File: config.mk
export PLATFORM = sky130hd
export DESIGN_NAME = lcce_serializer
export DESIGN_NICKNAME = d
export VERILOG_FILES = /design/src/hw/rtl/lcce_pkg.sv /design/src/hw/rtl/lcce_serializer.sv
export SDC_FILE = /design/constraint.sdc
export NUM_CORES = 1
export LEC_CHECK = 0
export BUFFER_PORTS_ARGS = -buffer_cell sky130_fd_sc_hd__buf_4
export CAP_MARGIN = 20
export CORE_MARGIN = 2
export CORE_UTILIZATION = 53
export DETAILED_ROUTE_END_ITERATION = 10
export MAX_ROUTING_LAYER = met4
export PLACE_DENSITY = 0.82
export SKIP_CTS_REPAIR_TIMING = 1
export SLEW_MARGIN = 20
export SYNTH_ARGS = -nofsm -noshare
export SYNTH_HDL_FRONTEND = slang
export SYNTH_SLANG_ARGS = --single-unit
File: constraint.sdc
create_clock -name clk -period 5.9 [get_ports clk]
set_clock_uncertainty 0.15 [all_clocks]
set_input_delay 0.295 -clock clk [delete_from_list [all_inputs] [get_ports clk]]
set_output_delay 0.295 -clock clk [all_outputs]
set_load 0.1 [all_outputs]
File: src/hw/rtl/lcce_pkg.sv
`default_nettype none
// ----------------------------------------------------------------------------
// Lighting channel command encoder package
// Command codes, register indexes, packet byte constants, the handover record
// between the command stage and the serializer, and the brightness mapping.
// ----------------------------------------------------------------------------
package lcce_pkg;

	typedef enum logic [1:0] {
		CMD_SET    = 2'd0,
		CMD_FRAME  = 2'd1,
		CMD_FORGET = 2'd2,
		CMD_NONE   = 2'd3
	} cmd_e;

	localparam logic [1:0] REG_ENABLE      = 2'd0;
	localparam logic [1:0] REG_RESEND      = 2'd1;
	localparam logic [1:0] REG_HB_INTERVAL = 2'd2;

	localparam logic       ENABLE_RST      = 1'b1;
	localparam logic [7:0] RESEND_RST      = 8'd200;
	localparam logic [15:0] HB_INTERVAL_RST = 16'd300;

	localparam logic [7:0] LEVEL_RST  = 8'hFF;
	localparam logic [7:0] COUNT_RST  = 8'hF0;
	localparam logic [7:0] COUNT_MAX  = 8'hFF;
	localparam logic [7:0] UNIT_LIMIT = 8'hF0;

	localparam logic [7:0] BYTE_ZERO   = 8'h00;
	localparam logic [7:0] OP_SET      = 8'h03;
	localparam logic [7:0] CHAN_MARK   = 8'h80;
	localparam logic [7:0] HB_UNIT     = 8'hFF;
	localparam logic [7:0] HB_OP       = 8'h81;
	localparam logic [7:0] HB_ARG      = 8'h56;
	localparam logic [2:0] SET_LAST    = 3'd5;
	localparam logic [2:0] HB_LAST     = 3'd4;

	typedef enum logic [0:0] {
		PKT_SET   = 1'b0,
		PKT_HBEAT = 1'b1
	} pkt_kind_e;

	typedef struct packed {
		pkt_kind_e  kind;
		logic [7:0] unit;
		logic [7:0] bright;
		logic [3:0] nib;
	} pkt_req_t;

	// 240 - ceil(239 * level / 255); the division by 255 uses the
	// (x + (x >> 8) + 1) >> 8 identity, exact for x below 65535.
	function automatic logic [7:0] brightness_code(input logic [7:0] level);
		logic [15:0] p;
		logic [16:0] x;
		logic [16:0] d;
		p = 16'd239 * {8'd0, level};
		x = 17'(p) + 17'd254;
		d = (x + (x >> 8) + 17'd1) >> 8;
		return 8'(9'd240 - 9'(d));
	endfunction

endpackage
`default_nettype wire

File: src/hw/rtl/lcce_serializer.sv
`default_nettype none
// ----------------------------------------------------------------------------
// Packet serializer
// Holds one packet request and emits its bytes, one transfer per cycle while pkt_stall is low.
// ----------------------------------------------------------------------------
module lcce_serializer (
	input  wire               clk,
	input  wire               arst_n,
	input  wire               req_valid,
	input  wire lcce_pkg::pkt_req_t req,
	output logic              req_ready,
	output logic              pkt_valid,
	input  wire               pkt_stall,
	output logic [7:0]        out_byte,
	output logic              last_byte
);

	import lcce_pkg::*;

	logic       busy_q;
	logic [2:0] idx_q;
	pkt_req_t   req_q;
	logic       xfer;

	assign pkt_valid = busy_q;
	assign xfer      = busy_q && !pkt_stall;
	assign last_byte = (req_q.kind == PKT_SET) ? (idx_q == SET_LAST) : (idx_q == HB_LAST);
	assign req_ready = !busy_q || (xfer && last_byte);

	always_comb begin
		out_byte = BYTE_ZERO;
		if (req_q.kind == PKT_SET) begin
			case (idx_q)
				3'd1: out_byte = req_q.unit;
				3'd2: out_byte = OP_SET;
				3'd3: out_byte = req_q.bright;
				3'd4: out_byte = CHAN_MARK | {4'd0, req_q.nib};
				default: out_byte = BYTE_ZERO;
			endcase
		end else begin
			case (idx_q)
				3'd1: out_byte = HB_UNIT;
				3'd2: out_byte = HB_OP;
				3'd3: out_byte = HB_ARG;
				default: out_byte = BYTE_ZERO;
			endcase
		end
	end

	always_ff @(posedge clk or negedge arst_n) begin
		if (!arst_n) begin
			busy_q <= 1'b0;
			idx_q  <= 3'd0;
		end else if (req_valid && req_ready) begin
			busy_q <= 1'b1;
			idx_q  <= 3'd0;
		end else if (xfer) begin
			if (last_byte) begin
				busy_q <= 1'b0;
			end
			idx_q <= idx_q + 3'd1;
		end
	end

	always_ff @(posedge clk) begin
		if (req_valid && req_ready) begin
			req_q <= req;
		end
	end

endmodule
`default_nettype wire

## Word-level counts from Yosys, hierarchy flattened

Cells that the tools add are included.

| word-level totals | value |
|---|---|
| bits in registers | 25 |
| output and inout port bits | 11 |
| word-level logic and storage cells | 30 |

| operators by class | value |
|---|---|
| add/sub/neg operators | 1 |
| equality and inequality tests | 5 |
| multiplexer cells | 9 |
| reductions and logical operators | 9 |

Operator list:

| operator | count |
|---|---|
| case mux 8 bit (4 select lines) | 1 |
| case mux 8 bit (3 select lines) | 1 |
| 2-to-1 mux 8 bit | 1 |
| equality test 3 x 2 -> 1 bit, second input constant | 2 |
| equality test 3 bit, second input constant | 2 |
| 2-to-1 mux 3 bit | 2 |
| 2-to-1 mux 1 bit | 4 |
| nonzero test 2 bit | 2 |
| adder 3 x 1 -> 3 bit, second input constant | 1 |
| equality test 3 x 1 -> 1 bit, second input constant | 1 |
| logical AND 1 bit | 3 |
| zero test 1 bit | 2 |
| AND reduction 2 bit | 1 |
| logical OR 1 bit | 1 |

## Depth between registers and ports, before layout

| logic depth | value |
|---|---|
| depth in word-level cells | 7 |
| mapped depth | 6 |
| gate-level depth less buffers | 5 |

## Worst setup path after synthesis

Ideal clock, no wire load.

| timing path | value |
|---|---|
| path type | register to output |
| from | register idx_q[1] |
| to | output out_byte[7] |
| arrival time | 3.143 ns |
| required time | 5.455 ns |
| setup slack | 2.312 ns |
| cell stages (with the launch flop) | 6 |
| cell sequence | dfrtp_1 -> inv_1 -> ha_1 -> clkbuf_2 -> nor2_1 -> o32ai_1 |

| on the way | value |
|---|---|
| cells in the longest elaborated chain, start to end | 3 |
| elaborated cells between the ends (all ways) | 7 |
| those cells by class | eq/ne (4); mux (3) |

Ends and longest elaborated chain:

| item | line | text |
|---|---|---|
| start, declared | lcce_serializer.sv:21 | `logic [2:0] idx_q;` |
| start signal, assigned | lcce_serializer.sv:61 | `idx_q <= idx_q + 3'd1;` |
| equality test 3 bit (tied with other cells) | lcce_serializer.sv:33 | `case (idx_q)` |
| case mux 8 bit (4 select lines) or case mux 8 bit (3 select lines) (tied branches) | lcce_serializer.sv:33, lcce_serializer.sv:41 |  |
| 2-to-1 mux 8 bit * | lcce_serializer.sv:32 | `if (req_q.kind == PKT_SET) begin` |
| end, declared | lcce_serializer.sv:14 | `output logic [7:0] out_byte,` |

Mark *: on every way between the ends. The rest lies on a longest branch, timed or not.

## Worst setup path in the final report

| timing path | value |
|---|---|
| from | register idx_q[2] |
| to | output out_byte[2] |

Same word-level chain as after synthesis.

==> impl_metrics.env <==
export IMPL_fmax_ghz=0.366
export IMPL_track_usage_pct=19.3
export IMPL_netlist_instances=89
export IMPL_cts_tree="built"
export IMPL_p_leak_uw=0.000659
export IMPL_htreeDepth=1
export IMPL_relSlewSlack_pct=41.7
export IMPL_syn_area_um2=1150
export IMPL_r2r_end="req_q[13]$_DFFE_PP_"
export IMPL_seq_area_frac_synth_pct=63.5
export IMPL_rsz0062_at_grt="no"
export IMPL_netlist_area_leader_share_pct=54.8
export IMPL_drtIter0Drc=33
export IMPL_setup_viol=0
export IMPL_crit_fanout=11
export IMPL_num_vias=936
export IMPL_final_cell_mix="buf_4, dlygate4sd3_1, edfxtp_1, o21ai_0, nor2_1"
export IMPL_synthSimpleGateAreaFrac_pct=7.94
export IMPL_drv_cap=0
export IMPL_critPathRequiredTime_ns=5.45
export IMPL_synthAdderAreaFrac_pct=5.44
export IMPL_drc=0
export IMPL_final_common_cell="buf_4"
export IMPL_antenna_found_initial=0
export IMPL_synth_area_top_cells="edfxtp_1, dfrtp_1, ha_1"
export IMPL_cp_end_kind="output port"
export IMPL_synth_compound_area_share_pct=17.3
export IMPL_status="finished clean"
export IMPL_slowest_delay_ns=0.54
export IMPL_io_pins=36
export IMPL_cts_buffer_depth=2
export IMPL_drive_gt1_share_pct=29.0
export IMPL_num_rows=16
export IMPL_start_util_pct=57.4
export IMPL_cts_sinks=25
export IMPL_syn_to_final_growth_pct=44.8
export IMPL_arrival_ns=2.29
export IMPL_crit_reg2reg_launch="idx_q[0]$_DFFE_PN0P_"
export IMPL_startpoint_type="flop"
export IMPL_crit_end="out_byte[2]"
export IMPL_post_route_util_pct=83.2
export IMPL_r2r_slack_ns=3.37
export IMPL_hold_path_class="in2reg"
export IMPL_min_period_over_period_pct=46.3
export IMPL_drv_slew=0
export IMPL_postRouteAntennaNets=0
export IMPL_synth_top_family_by_area="compound AO/OA/AOI/OAI gates"
export IMPL_ir_drop_mv=0.463
export IMPL_routedWlPerCell_um=15.8
export IMPL_port_buffers=35
export IMPL_ys_seq_elements=25
export IMPL_finalWirelength_mm=2.72
export IMPL_die_w_um=50.6
export IMPL_tns_ns=0
export IMPL_total_power_uw=812
export IMPL_gp_congestion=0.896
export IMPL_fin_ws_ns=3.17
export IMPL_dp_slack_ns=3.37
export IMPL_grt_pass1_vias=789
export IMPL_dpl_hpwl_mm=1.61
export IMPL_clkLatencyLatePin_ns=0.31
export IMPL_antenna_cells=0
export IMPL_synthMuxAreaShare_pct=1.96
export IMPL_hold_viol_final=0
export IMPL_syn_nets=119
export IMPL_filler_cell_count=99
export IMPL_worst_pin_slew_ns=0.875
export IMPL_grt_max_degree=22
export IMPL_avgSynthCellArea_um2=12.9
export IMPL_fin_crit_ns=2.73
export IMPL_crit_type="reg2out"
export IMPL_grt_pass1_wl_mm=3.46
export IMPL_power_density_nw_per_um2=487
export IMPL_synth_largest_area_cell="edfxtp_1"
export IMPL_timing_critical_path_from="idx_q[2]$_DFFE_PN0P_"
export IMPL_cts_root_buffer="clkbuf_4"
export IMPL_dieHeight_um=50.6
export IMPL_ys_warn_count=0
export IMPL_r2r_cells=5
export IMPL_finalNetCount=176
export IMPL_worstPathCellList="inv_1, ha_1, a21oi_1, a32oi_1, buf_4"
export IMPL_overflow=0
export IMPL_vias_per_cell=5.44
export IMPL_ys_types=28
export IMPL_critPathSlowestCell="dfrtp_1"
export IMPL_clkTransAtPathRegs_ns=0.13
export IMPL_coreArea_um2=2000
export IMPL_synthXorXnorAreaFrac_pct=0
export IMPL_cts_buffers=3
export IMPL_die_area_um2=2560
export IMPL_dr_pass1_iters=4
[critical path, delay by kind of cell (launching register included)]
| family | cells | cell delay, ns |
|---|---|---|
| buffers and inverters | 2 | 0.60 |
| DFF | 1 | 0.54 |
| AOI/OAI and AO/OA | 2 | 0.45 |
| adders and majority gates | 1 | 0.39 |
[stage by stage]
| stage | hold WS [ns] | cells | cell area [um^2] |
|---|---|---|---|
| floorplan | -0.151 | 89 | 1150 |
| CTS | -0.408 | 150 | 1450 |
| global route | 0.0455 | 172 | 1670 |
| finish | 0.0448 | 172 | 1670 |
| global placement | -0.0564 | 146 | 1420 |
| detailed placement | -0.0569 | 146 | 1420 |
[how the worst min path moves through the flow]
stage | from | endpoint | slack [ns] | depth (start not counted)
floorplan | arst_n | idx_q[0]$_DFFE_PN0P_ | -0.15 | 0
finish | req_valid | pkt_valid$_DFFE_PN0P_ | 0.04 | 2
CTS | arst_n | idx_q[2]$_DFFE_PN0P_ | -0.41 | 1
detailed placement | arst_n | idx_q[2]$_DFFE_PN0P_ | -0.06 | 1
global route | req_valid | pkt_valid$_DFFE_PN0P_ | 0.05 | 2
global placement | arst_n | idx_q[2]$_DFFE_PN0P_ | -0.06 | 1
[flip-flops by register name (all words and copies together), names as in the netlist]
signal     flops
pkt_valid      1
idx_q          3
req_q         21
[per-layer routing]
metal	vias to the layer above	routed length, um	global-route usage, %
met1	441	1110	24.5
met3	4	135	3.57
li1	444	-	-
met5	-	0	-
met4	0	17	6.76
met2	47	1460	31.1
[cell type report]
cell class              count  area, um^2  share of cell area (%)
well taps                  27        33.8                    2.03
multi-input cells          55         375                    22.5
clock inverters             1        5.00                   0.301
repair buffers             57         483                    29.0
inverters                   4        15.0                   0.902
flip-flops and latches     25         731                    43.9
clock buffers               3        22.5                    1.35
[power by group]
part	leakage (uW)	switching (uW)	internal (uW)
Combinational	0.000405	380	119
Clock	0.0000177	47.8	25.3
Sequential	0.000236	23.7	216
Total	0.000659	452	360
[kinds of logic (layout without fill, tap and decap cells)]
| family | count (synthesis) | after routing |
|---|---|---|
| adders and majority gates | 5 | 5 |
| muxes | 1 | 1 |
| AOI/OAI and AO/OA | 30 | 30 |
| DFF | 25 | 25 |
| buffers and inverters | 9 | 65 |
| and+or+nand+nor | 19 | 19 |
[cell usage after synthesis, drive strengths merged]
| cell type | number |
|---|---|
| o32ai | 1 |
| inv | 4 |
| nand3 | 4 |
| o22ai | 1 |
| nand2b | 2 |
| buf | 2 |
| nand2 | 2 |
| dfrtp | 4 |
| o21ai | 13 |
| a22oi | 1 |
| o21a | 1 |
| ha | 5 |
| a21oi | 5 |
| a32oi | 3 |
| mux2i | 1 |
| clkbuf | 3 |
| and2 | 2 |
| edfxtp | 21 |
| o31ai | 3 |
| nor2 | 8 |
| o211a | 1 |
| nor2b | 1 |
| a31oi | 1 |
(Power assumes the default switching activity.)
